--- src/hw/rtl/ilir_pkg.sv ---
package ilir_pkg;

    localparam int POS_BITS       = 5;
    localparam int VALUE_BITS     = 32;
    localparam int COUNT_OUT_BITS = 5;
    localparam int KIND_BITS      = 2;
    localparam int STATUS_BITS    = 2;

    typedef enum logic [KIND_BITS-1:0] {
        KIND_APPEND = 2'd0,
        KIND_INSERT = 2'd1,
        KIND_REMOVE = 2'd2,
        KIND_READ   = 2'd3
    } t_kind;

    typedef enum logic [STATUS_BITS-1:0] {
        STATUS_DONE  = 2'd0,
        STATUS_RANGE = 2'd1,
        STATUS_FULL  = 2'd2
    } t_status;

    // broadcast command to every cell of the chain
    typedef enum logic [2:0] {
        CELL_HOLD       = 3'd0,
        CELL_INSERT     = 3'd1,
        CELL_REMOVE     = 3'd2,
        CELL_READ_LOAD  = 3'd3,
        CELL_READ_SHIFT = 3'd4
    } t_cell_op;

    typedef enum logic {
        ST_IDLE = 1'b0,
        ST_READ = 1'b1
    } t_state;

endpackage

--- src/hw/rtl/ilir_cell.sv ---
module ilir_cell #(
    parameter int WORD_BITS = 32,
    parameter int PW        = 5,
    parameter int IDX       = 0
) (
    input  logic                 i_clk,
    input  ilir_pkg::t_cell_op   i_op,
    input  logic [PW-1:0]        i_pos,
    input  logic [WORD_BITS-1:0] i_word,
    input  logic [WORD_BITS-1:0] i_left,
    input  logic [WORD_BITS-1:0] i_right,
    input  logic [WORD_BITS-1:0] i_rd_right,
    output logic [WORD_BITS-1:0] o_data,
    output logic [WORD_BITS-1:0] o_rd
);

    localparam logic [PW-1:0] MY_IDX = PW'(IDX);

    logic [WORD_BITS-1:0] r_data;
    logic [WORD_BITS-1:0] r_rd;

    always_ff @(posedge i_clk) begin
        case (i_op)
            ilir_pkg::CELL_INSERT: begin
                if (MY_IDX == i_pos) begin
                    r_data <= i_word;
                end else if (MY_IDX > i_pos) begin
                    r_data <= i_left;
                end
            end
            ilir_pkg::CELL_REMOVE: begin
                if (MY_IDX >= i_pos) begin
                    r_data <= i_right;
                end
            end
            // every cell copies its entry, then the copies walk toward cell 0
            ilir_pkg::CELL_READ_LOAD: begin
                r_rd <= r_data;
            end
            ilir_pkg::CELL_READ_SHIFT: begin
                r_rd <= i_rd_right;
            end
            default: begin
            end
        endcase
    end

    assign o_data = r_data;
    assign o_rd   = r_rd;

endmodule

--- src/hw/rtl/indexed_list_insert_remove.sv ---
// Packed list of signed words held in a chain of cells, one entry per cell.
// Input channel (i_in_valid / o_in_ready) carries one command per transaction:
// append, insert at index, remove at index or read at index. Output channel
// (o_out_valid / i_out_ready) returns one result per command: status, read
// value and the entry count after the command.
// Append, insert, remove and out-of-range reads finish in the accept cycle:
// the result is loaded into the output register at acceptance, and a
// new command can be taken every cycle while the receiver takes results.
// An in-range read at index p walks the chain: all cells copy their
// entries into a read line that shifts one cell toward cell 0 per cycle, so
// the entry reaches cell 0 after p shifts. No command is taken meanwhile.
// Cells at or past the index move their entries in the same cycle, so an
// insert or remove costs the same whatever the index.
// Reset empties the list (count 0) and drops the output valid; entry
// contents are not cleared and are never visible past the count.
// When the receiver stalls, the result is held in the output register and
// o_in_ready drops until it is taken.
module indexed_list_insert_remove #(
    parameter int CAPACITY  = 16,
    parameter int WORD_BITS = 32
) (
    input  logic                                        i_clk,
    input  logic                                        i_rst_n,
    input  logic                                        i_in_valid,
    output logic                                        o_in_ready,
    input  logic [ilir_pkg::KIND_BITS-1:0]              i_kind,
    input  logic [ilir_pkg::POS_BITS-1:0]               i_position,
    input  logic signed [ilir_pkg::VALUE_BITS-1:0]      i_value,
    output logic                                        o_out_valid,
    input  logic                                        i_out_ready,
    output logic [ilir_pkg::STATUS_BITS-1:0]            o_status,
    output logic signed [ilir_pkg::VALUE_BITS-1:0]      o_read_value,
    output logic [ilir_pkg::COUNT_OUT_BITS-1:0]         o_item_count
);

    localparam int IW   = $clog2(CAPACITY);
    localparam int CW   = $clog2(CAPACITY + 1);
    localparam int PW   = (IW > ilir_pkg::POS_BITS) ? IW : ilir_pkg::POS_BITS;
    localparam int CMPW = (CW > ilir_pkg::POS_BITS) ? CW : ilir_pkg::POS_BITS;

    ilir_pkg::t_state   r_state, n_state;
    logic [CW-1:0]      r_count, n_count;
    logic [IW-1:0]      r_hops, n_hops;

    logic                                   r_out_valid;
    ilir_pkg::t_status                      r_status;
    logic signed [ilir_pkg::VALUE_BITS-1:0] r_read_value;
    logic [ilir_pkg::COUNT_OUT_BITS-1:0]    r_item_count;

    logic                                   accept;
    logic                                   load_out;
    ilir_pkg::t_status                      out_status;
    logic signed [ilir_pkg::VALUE_BITS-1:0] out_rd;
    ilir_pkg::t_cell_op                     cell_op;
    logic [PW-1:0]                          cell_pos;
    logic [CMPW-1:0]                        pos_c;
    logic [CMPW-1:0]                        cnt_c;
    logic [CMPW-1:0]                        n_count_c;
    logic                                   full;
    logic signed [63:0]                     value_wide;
    logic [WORD_BITS-1:0]                   word;
    logic signed [WORD_BITS-1:0]            rd_head;
    logic signed [63:0]                     rd_wide;

    logic [WORD_BITS-1:0] cell_data [CAPACITY];
    logic [WORD_BITS-1:0] cell_rd   [CAPACITY];

    assign accept     = i_in_valid && o_in_ready;
    assign o_in_ready = (r_state == ilir_pkg::ST_IDLE) && (!r_out_valid || i_out_ready);

    assign pos_c     = CMPW'(i_position);
    assign cnt_c     = CMPW'(r_count);
    assign n_count_c = CMPW'(n_count);
    assign full      = cnt_c >= CMPW'(CAPACITY);

    assign value_wide = 64'(i_value);
    assign word       = value_wide[WORD_BITS-1:0];
    assign rd_head    = cell_rd[0];
    assign rd_wide    = 64'(rd_head);

    always_comb begin
        n_state    = r_state;
        n_count    = r_count;
        n_hops     = r_hops;
        load_out   = 1'b0;
        out_status = ilir_pkg::STATUS_DONE;
        out_rd     = '0;
        cell_op    = ilir_pkg::CELL_HOLD;
        cell_pos   = PW'(i_position);
        case (r_state)
            ilir_pkg::ST_IDLE: begin
                if (accept) begin
                    case (ilir_pkg::t_kind'(i_kind))
                        ilir_pkg::KIND_APPEND: begin
                            load_out = 1'b1;
                            if (full) begin
                                out_status = ilir_pkg::STATUS_FULL;
                            end else begin
                                // append is an insert at the tail
                                cell_op  = ilir_pkg::CELL_INSERT;
                                cell_pos = PW'(r_count);
                                n_count  = r_count + CW'(1);
                            end
                        end
                        ilir_pkg::KIND_INSERT: begin
                            load_out = 1'b1;
                            if (pos_c > cnt_c) begin
                                out_status = ilir_pkg::STATUS_RANGE;
                            end else if (full) begin
                                out_status = ilir_pkg::STATUS_FULL;
                            end else begin
                                cell_op = ilir_pkg::CELL_INSERT;
                                n_count = r_count + CW'(1);
                            end
                        end
                        ilir_pkg::KIND_REMOVE: begin
                            load_out = 1'b1;
                            if (pos_c >= cnt_c) begin
                                out_status = ilir_pkg::STATUS_RANGE;
                            end else begin
                                cell_op = ilir_pkg::CELL_REMOVE;
                                n_count = r_count - CW'(1);
                            end
                        end
                        ilir_pkg::KIND_READ: begin
                            if (pos_c >= cnt_c) begin
                                load_out   = 1'b1;
                                out_status = ilir_pkg::STATUS_RANGE;
                                out_rd     = '1;
                            end else begin
                                cell_op = ilir_pkg::CELL_READ_LOAD;
                                n_hops  = pos_c[IW-1:0];
                                n_state = ilir_pkg::ST_READ;
                            end
                        end
                        default: begin
                        end
                    endcase
                end
            end
            ilir_pkg::ST_READ: begin
                if (r_hops == '0) begin
                    load_out = 1'b1;
                    out_rd   = rd_wide[ilir_pkg::VALUE_BITS-1:0];
                    n_state  = ilir_pkg::ST_IDLE;
                end else begin
                    cell_op = ilir_pkg::CELL_READ_SHIFT;
                    n_hops  = r_hops - IW'(1);
                end
            end
            default: begin
                n_state = ilir_pkg::ST_IDLE;
            end
        endcase
    end

    always_ff @(posedge i_clk) begin
        if (!i_rst_n) begin
            r_state <= ilir_pkg::ST_IDLE;
            r_count <= '0;
            r_hops  <= '0;
        end else begin
            r_state <= n_state;
            r_count <= n_count;
            r_hops  <= n_hops;
        end
    end

    always_ff @(posedge i_clk) begin
        if (!i_rst_n) begin
            r_out_valid <= 1'b0;
        end else if (load_out) begin
            r_out_valid <= 1'b1;
        end else if (i_out_ready) begin
            r_out_valid <= 1'b0;
        end
    end

    always_ff @(posedge i_clk) begin
        if (load_out) begin
            r_status     <= out_status;
            r_read_value <= out_rd;
            r_item_count <= n_count_c[ilir_pkg::COUNT_OUT_BITS-1:0];
        end
    end

    assign o_out_valid  = r_out_valid;
    assign o_status     = r_status;
    assign o_read_value = r_read_value;
    assign o_item_count = r_item_count;

    for (genvar i = 0; i < CAPACITY; i++) begin : g_cell
        logic [WORD_BITS-1:0] left;
        logic [WORD_BITS-1:0] right;
        logic [WORD_BITS-1:0] rd_right;

        if (i == 0) begin : g_head
            assign left = '0;
        end else begin : g_body
            assign left = cell_data[i-1];
        end

        if (i == CAPACITY - 1) begin : g_tail
            assign right    = '0;
            assign rd_right = '0;
        end else begin : g_next
            assign right    = cell_data[i+1];
            assign rd_right = cell_rd[i+1];
        end

        ilir_cell #(
            .WORD_BITS (WORD_BITS),
            .PW        (PW),
            .IDX       (i)
        ) u_cell (
            .i_clk      (i_clk),
            .i_op       (cell_op),
            .i_pos      (cell_pos),
            .i_word     (word),
            .i_left     (left),
            .i_right    (right),
            .i_rd_right (rd_right),
            .o_data     (cell_data[i]),
            .o_rd       (cell_rd[i])
        );
    end

    // the list never grows past its capacity
    a_count_bound: assert property (@(posedge i_clk) disable iff (!i_rst_n)
        CMPW'(r_count) <= CMPW'(CAPACITY))
        else $error("entry count above capacity");

    // the count moves only on an accepted transaction
    a_count_stable: assert property (@(posedge i_clk) disable iff (!i_rst_n)
        !accept |=> $stable(r_count))
        else $error("entry count changed without a transaction");

    // a read walking the chain always finds the output register free
    a_read_out_free: assert property (@(posedge i_clk) disable iff (!i_rst_n)
        r_state == ilir_pkg::ST_READ |-> !r_out_valid)
        else $error("output register busy during read");

    // commands other than an in-range read answer in the next cycle
    a_fast_result: assert property (@(posedge i_clk) disable iff (!i_rst_n)
        accept && (n_state == ilir_pkg::ST_IDLE) |=> r_out_valid)
        else $error("missing result after single-cycle command");

endmodule
--- config.mk ---
export PLATFORM = sky130hd
export DESIGN_NAME = indexed_list_insert_remove
export DESIGN_NICKNAME = d
export VERILOG_FILES = /design/src/hw/rtl/ilir_pkg.sv /design/src/hw/rtl/ilir_cell.sv /design/src/hw/rtl/indexed_list_insert_remove.sv
export SDC_FILE = /design/constraint.sdc
export NUM_CORES = 2
export LEC_CHECK = 0
export BUFFER_PORTS_ARGS = -buffer_cell sky130_fd_sc_hd__buf_2
export CAP_MARGIN = 15
export CORE_MARGIN = 5
export CORE_UTILIZATION = 45
export CTS_CLUSTER_SIZE = 14
export DETAILED_ROUTE_END_ITERATION = 7
export SLEW_MARGIN = 20
export SYNTH_ARGS = -nofsm -noshare
export SYNTH_HDL_FRONTEND = slang
export SYNTH_SLANG_ARGS = --single-unit
--- constraint.sdc ---
create_clock -name i_clk -period 13.8 [get_ports i_clk]
set_clock_uncertainty 0.05 [all_clocks]
set_input_delay 2.07 -clock i_clk [delete_from_list [all_inputs] [get_ports i_clk]]
set_output_delay 2.07 -clock i_clk [all_outputs]
set_load 0.01 [all_outputs]
== After elaboration in Yosys (flattened, before gate mapping) ==
Cells that the tools add are included.

* Add/subtract/negate cells: 3
* $lt $le $gt $ge: 35
* Equal/unequal tests: 58
* Muxes and demuxes: 124
* Bitwise logic cells: 2
* Reductions and logical operators: 30

{| class="wikitable"
|+ Operators with widths
! cell !! count
|-
| $pmux 32 s2 || 33
|-
| $mux 32 || 52
|-
| $ne 3x1->1 const B || 16
|-
| $reduce_and 3->1 || 16
|-
| $mux 5 || 9
|-
| $eq 4x5->1 const A || 8
|-
| $ge 4x5->1 const A || 8
|-
| $gt 4x5->1 const A || 8
|-
| $ne 2x1->1 const B || 17
|-
| $eq 3x5->1 const A || 4
|-
| $ge 3x5->1 const A || 4
|-
| $gt 3x5->1 const A || 4
|-
| $mux 4 || 4
|-
| $pmux 5 s3 || 1
|-
| $pmux 3 s4 || 1
|-
| $mux 1 || 11
|-
| $eq 2x5->1 const A || 2
|-
| $ge 1x5->1 const A || 2
|-
| $ge 2x5->1 const A || 2
|-
| $gt 1x5->1 const A || 2
|-
| $gt 2x5->1 const A || 2
|-
| $mux 3 || 3
|-
| $mux 2 || 4
|-
| $pmux 4 s2 || 1
|-
| 27 further kinds || 38
|}

* Flip-flop bits (word level): 1074
* Output and inout bits: 41
* Logic and storage cells: 291

== Longest topological paths before layout ==
* Word-level depth: 10
* Gate-level depth with buffers: 11

== Modules after synthesis ==
Synthesis repeated with hierarchy kept, for this count alone.

* Cell total of the unflattened synthesis: 4434
* Area total of the unflattened synthesis: 54282.1 um^2

{| class="wikitable"
|+ By module, submodules not included
! module !! instances !! cells each !! area each (um^2) !! seq. area each (um^2)
|-
| ilir_cell (g_cell[2].u_cell) || 1 || 288 || 3370.7 || 1921.8
|-
| ilir_cell (g_cell[6].u_cell) || 1 || 260 || 3314.4 || 1921.8
|-
| ilir_cell (g_cell[12].u_cell) || 1 || 260 || 3311.9 || 1921.8
|-
| ilir_cell (g_cell[13].u_cell) || 1 || 261 || 3310.7 || 1921.8
|-
| ilir_cell (g_cell[3].u_cell) || 1 || 261 || 3275.6 || 1921.8
|-
| ilir_cell (g_cell[10].u_cell) || 1 || 257 || 3251.9 || 1921.8
|-
| ilir_cell (g_cell[5].u_cell) || 1 || 261 || 3225.6 || 1921.8
|-
| ilir_cell (g_cell[0].u_cell) || 1 || 255 || 3220.6 || 1921.8
|-
| ilir_cell (g_cell[8].u_cell) || 1 || 255 || 3218.1 || 1921.8
|-
| ilir_cell (g_cell[11].u_cell) || 1 || 261 || 3203.1 || 1921.8
|-
| ilir_cell (g_cell[7].u_cell) || 1 || 261 || 3200.6 || 1921.8
|-
| ilir_cell (g_cell[15].u_cell) || 1 || 258 || 3179.3 || 1921.8
|-
| ilir_cell (g_cell[9].u_cell) || 1 || 263 || 3178.0 || 1921.8
|-
| ilir_cell (g_cell[1].u_cell) || 1 || 256 || 3153.0 || 1921.8
|-
| +3 rows || n/a || n/a || n/a || n/a
|}

== Worst setup path after synthesis ==
OpenSTA, ideal clock, no wires.

* Path type: input to register
* Start: input port i_position[2] in the netlist's numbering
* End: register r_hops[0]
* Data arrival time: 14.499 ns
* Required time: 13.645 ns
* Path slack: -0.854 ns
* Cell stages on the path: 7
* Buffers on the path: 0
* Cell sequence: ha_1 > a21oi_1 > o21ai_0 > o41a_1 > inv_1 > o21ai_0 > a21oi_1

* Word-level cells in the longest chain between the ends: 3

{| class="wikitable"
|+ Ends and longest elaborated chain
! what !! RTL line !! RTL
|-
| start: declaration || indexed_list_insert_remove.sv:27 || <nowiki>input logic [ilir_pkg::POS_BITS-1:0] i_position,</nowiki>
|-
| $ge 5x5->1 || indexed_list_insert_remove.sv:126 || <nowiki>if (pos_c >= cnt_c) begin</nowiki>
|-
| $ne 2x2->1 (no source line) || n/a ||
|-
| $reduce_and 4->1 (no source line) || n/a ||
|-
| end signal: assignment || indexed_list_insert_remove.sv:165 || <nowiki>r_hops <= n_hops;</nowiki>
|-
| end: declaration || indexed_list_insert_remove.sv:43 || <nowiki>logic [IW-1:0] r_hops, n_hops;</nowiki>
|}

No other way between the ends.
A chain may end at the register's enable or synchronous reset.

== Final worst setup path ==
* Start: input port i_in_valid
* End: register g_cell[4].u_cell.r_rd[19], enable pin

* Word-level cells in the longest chain between the ends: 5
* Elaborated cells on any way between the ends: 6
* Those cells by class: eq/ne: 2; mux: 2; reduce/logical: 2

{| class="wikitable"
|+ Ends and longest elaborated chain
! what !! RTL line !! RTL
|-
| start: declaration || indexed_list_insert_remove.sv:24 || <nowiki>input logic i_in_valid,</nowiki>
|-
| $logic_and 1x1->1 (*) || indexed_list_insert_remove.sv:68 || <nowiki>assign accept = i_in_valid && o_in_ready;</nowiki>
|-
| $mux 3 (*) || indexed_list_insert_remove.sv:92 || <nowiki>if (accept) begin</nowiki>
|-
| $pmux 3 s2 (*) || indexed_list_insert_remove.sv:90 || <nowiki>case (r_state)</nowiki>
|-
| $eq 3x2->1 or $eq 3x3->1 (tied branches) || ilir_cell.sv:23 || <nowiki>case (i_op)</nowiki>
|-
| $reduce_bool 2->1 (no source line) (*) || n/a ||
|-
| end signal: assignment || ilir_cell.sv:38 || <nowiki>r_rd <= r_data;</nowiki>
|-
| end signal: assignment || ilir_cell.sv:41 || <nowiki>r_rd <= i_rd_right;</nowiki>
|-
| end: declaration || ilir_cell.sv:20 || <nowiki>logic [WORD_BITS-1:0] r_rd;</nowiki>
|}

Mark *: on every way between the ends. The rest lies on a longest branch, timed or not.

==> results.ini <==
[route]
ant_nets=0
dr.pass1.iters=6
drc=0
routedWlPerCell_um=28.6
wirelength_um=158000
vias_per_cell=6.52
drt-initial-drc-count=4834
num_vias=36000

[place]
hpwl_um=83800
io_buffer_count=83
place_area_sq_mm=0.0527
place_congestion=0.849

[timing]
rsz0062_at_grt=no
report.final.slew_viol_count=0
worst_pin_slew_ns=1.14
final_hold_viol_count=0
finalCriticalPeriod_ns=6.33
setup_violations=0
fmax_ghz=0.158
tns_ns=0
relSlewSlack=0.224
finalCritPeriodShare=0.459

[synth]
synth.most_common_cell=edfxtp_1
syn-num-nets=4103
yosysTopAreaCell=edfxtp_1
ys_async_sr_fraction=0
yosysSeqAreaShare=0.629
yosys-top-cells-area=edfxtp_1, mux2_2, a31oi_1, a21oi_1, o21ai_0
avgSynthCellArea_sq_um=12.6
synth.top_cell.area_share=0.625
netlist_area_sq_mm=0.0511
ys_ff_latch=1074
synthCells=4051
synth.cells.most_frequent=edfxtp_1, mux2_2, a21oi_1
synth_edf_count=1063
synth_flop_cell=edfxtp_1
synth_warnings=0
ys_types=63

[final_layout]
final_nets=3969
drive_gt1_frac=0.217
design_area_sq_mm=0.0565
area_growth_pct=10.5
fill_cells=9709

[floorplan]
die_x_um=347
die_area_sq_mm=0.120
fp.coreArea_sq_mm=0.113
fp.dieH_um=347
start_util=0.453
io_pins=84
rows=123

[critical_path]
path_cells=buf_2 -> nor2b_1 -> nand2_1 -> o41a_1 -> clkinvlp_4 -> buf_12 -> buf_12 -> buf_4
worst-setup-path-type=input port to register
endpoint_kind=register
crit_fanout=175
critPathMaxStageDelay_ns=0.78
cp.arrival_ns=6.59
required_ns=14.06
worst_path_most_repeated_cell=buf_12
crit_slowest_cell=buf_4
cp-start-kind=input port
crit_buf_inv=5
cp_top_family=buffers and inverters
r2r_slack_ns=8.40

[pwr]
vdd_drop_max_mv=0.0955
power.leakage_nw=17.8
power_mw=7.64
powerDensity_mw_per_mm2=135

[cts]
cts_root_buffer=clkbuf_16
clk_pin_slew_ns=0.06
cts_tree=built
holdBufCountCts=0
post_cts_buffers=0
cts_max_path_buffers=3
cts_resized=0
cts_sinks=1074
cts_htree_levels=3
insertion_delay_ns=0.70
cts_buffers=116

[global_route]
overflow=0
first_global_vias=35400
grt_pass1_wl_um=235000
antenna_found_initial=12
grt_usage=0.253
grt_max_degree=194

[min_path]
hold_class=register to register

[run_status]
status=completed

[job]
cap_violations=0

layout make-up:
type                            count  area, sq um  area share
Multi-Input combinational cell   2547        17500       0.310
Antenna cell                        7         17.5    0.000310
Timing Repair Buffer              165         1140      0.0202
Tap cell                         1500         1880      0.0332
Inverter                           13         52.6    0.000931
Clock inverter                     72          679      0.0120
Clock buffer                      145         3080      0.0545
Sequential cell                  1074        32100       0.569
cells in the final DEF, fill, tap and decap left out, drive strengths merged, types with 11 or more instances in the layout:
master and count:
edfxtp 1063, mux2 486, o21ai 332, a21oi 330, nor2 316, a31oi 295, nand2 217, o211ai 193
buf 165, clkbuf 145, o311ai 129, clkinv 55, nand3 48, and2 34, a22o 33, a21o 32
nor3 19, inv 14, bufinv 12, dfxtp 11
power breakdown:
group / switching (mW) / internal (mW) / total [mW]
Sequential: 0.0601 / 3.73 / 3.79
Clock: 1.32 / 1.80 / 3.12
Combinational: 0.538 / 0.187 / 0.724
Total: 1.92 / 5.72 / 7.64
flip-flops by register name (all words and copies together) (netlist names):
| name | flops |
|---|---|
| g_cell.u_cell.o_rd | 512 |
| r_state | 1 |
| o_item_count | 5 |
| r_hops | 4 |
| o_out_valid | 1 |
| o_read_value | 32 |
| o_status | 2 |
| g_cell.u_cell.o_data | 512 |
| cnt_c | 5 |
kinds of logic (layout without fill, tap and decap cells):
| group | after synthesis | in the layout | synth area share |
|---|---|---|---|
| AND/OR/NAND/NOR | 670 | 670 | 0.0561 |
| multiplexers | 491 | 491 | 0.108 |
| buffers and inverters | 430 | 395 | 0.0356 |
| XOR/XNOR | 3 | 3 | 0.000514 |
| AO/OA/AOI/OAI | 1374 | 1374 | 0.168 |
| other | 0 | 7 | 0 |
| adder cells (fa/ha/maj) | 9 | 9 | 0.00220 |
| flip-flops | 1074 | 1074 | 0.629 |
worst reg2reg max path, cell delays in order (launching register included):
cell,delay [ns]
dfxtp_1,0.62
inv_1,0.17
ha_1,0.36
a21oi_1,0.27
o21ai_0,0.27
o41a_1,0.55
clkinvlp_4,0.13
buf_12,0.56
buf_12,1.01
buf_4,0.99
layer usage:
metal | vias up | GRT usage | wire [um]
met5 | - | 0 | 41
met4 | 6 | 0.0888 | 5370
met3 | 338 | 0.0508 | 15200
met2 | 1957 | 0.413 | 75000
met1 | 18100 | 0.339 | 62300
li1 | 15600 | - | -
path summary, 6_finish.rpt:
| path | startpoint | endpoint | cells past startpoint |
|---|---|---|---|
| min reg2reg | r_hops[1] | r_hops[1] | 2 |
| max reg2reg | cnt_c[2] | g_cell[4].u_cell.o_rd[19] | 9 |
| min | r_hops[1] | r_hops[1] | 2 |
| max | i_in_valid | g_cell[4].u_cell.o_rd[19] | 8 |
stage by stage:
step                hold WS [ns]  cells  utilization  setup slack [ns]
floorplan                  0.395   4051            -              2.33
global placement           0.419   5298        0.468              7.06
detailed placement         0.427   5299        0.468              6.92
CTS                        0.436   5516        0.501              7.67
global route               0.470   5522        0.501              7.29
finish                     0.442   5523        0.501              7.47
Note: power is estimated with default switching activity, not from simulation.
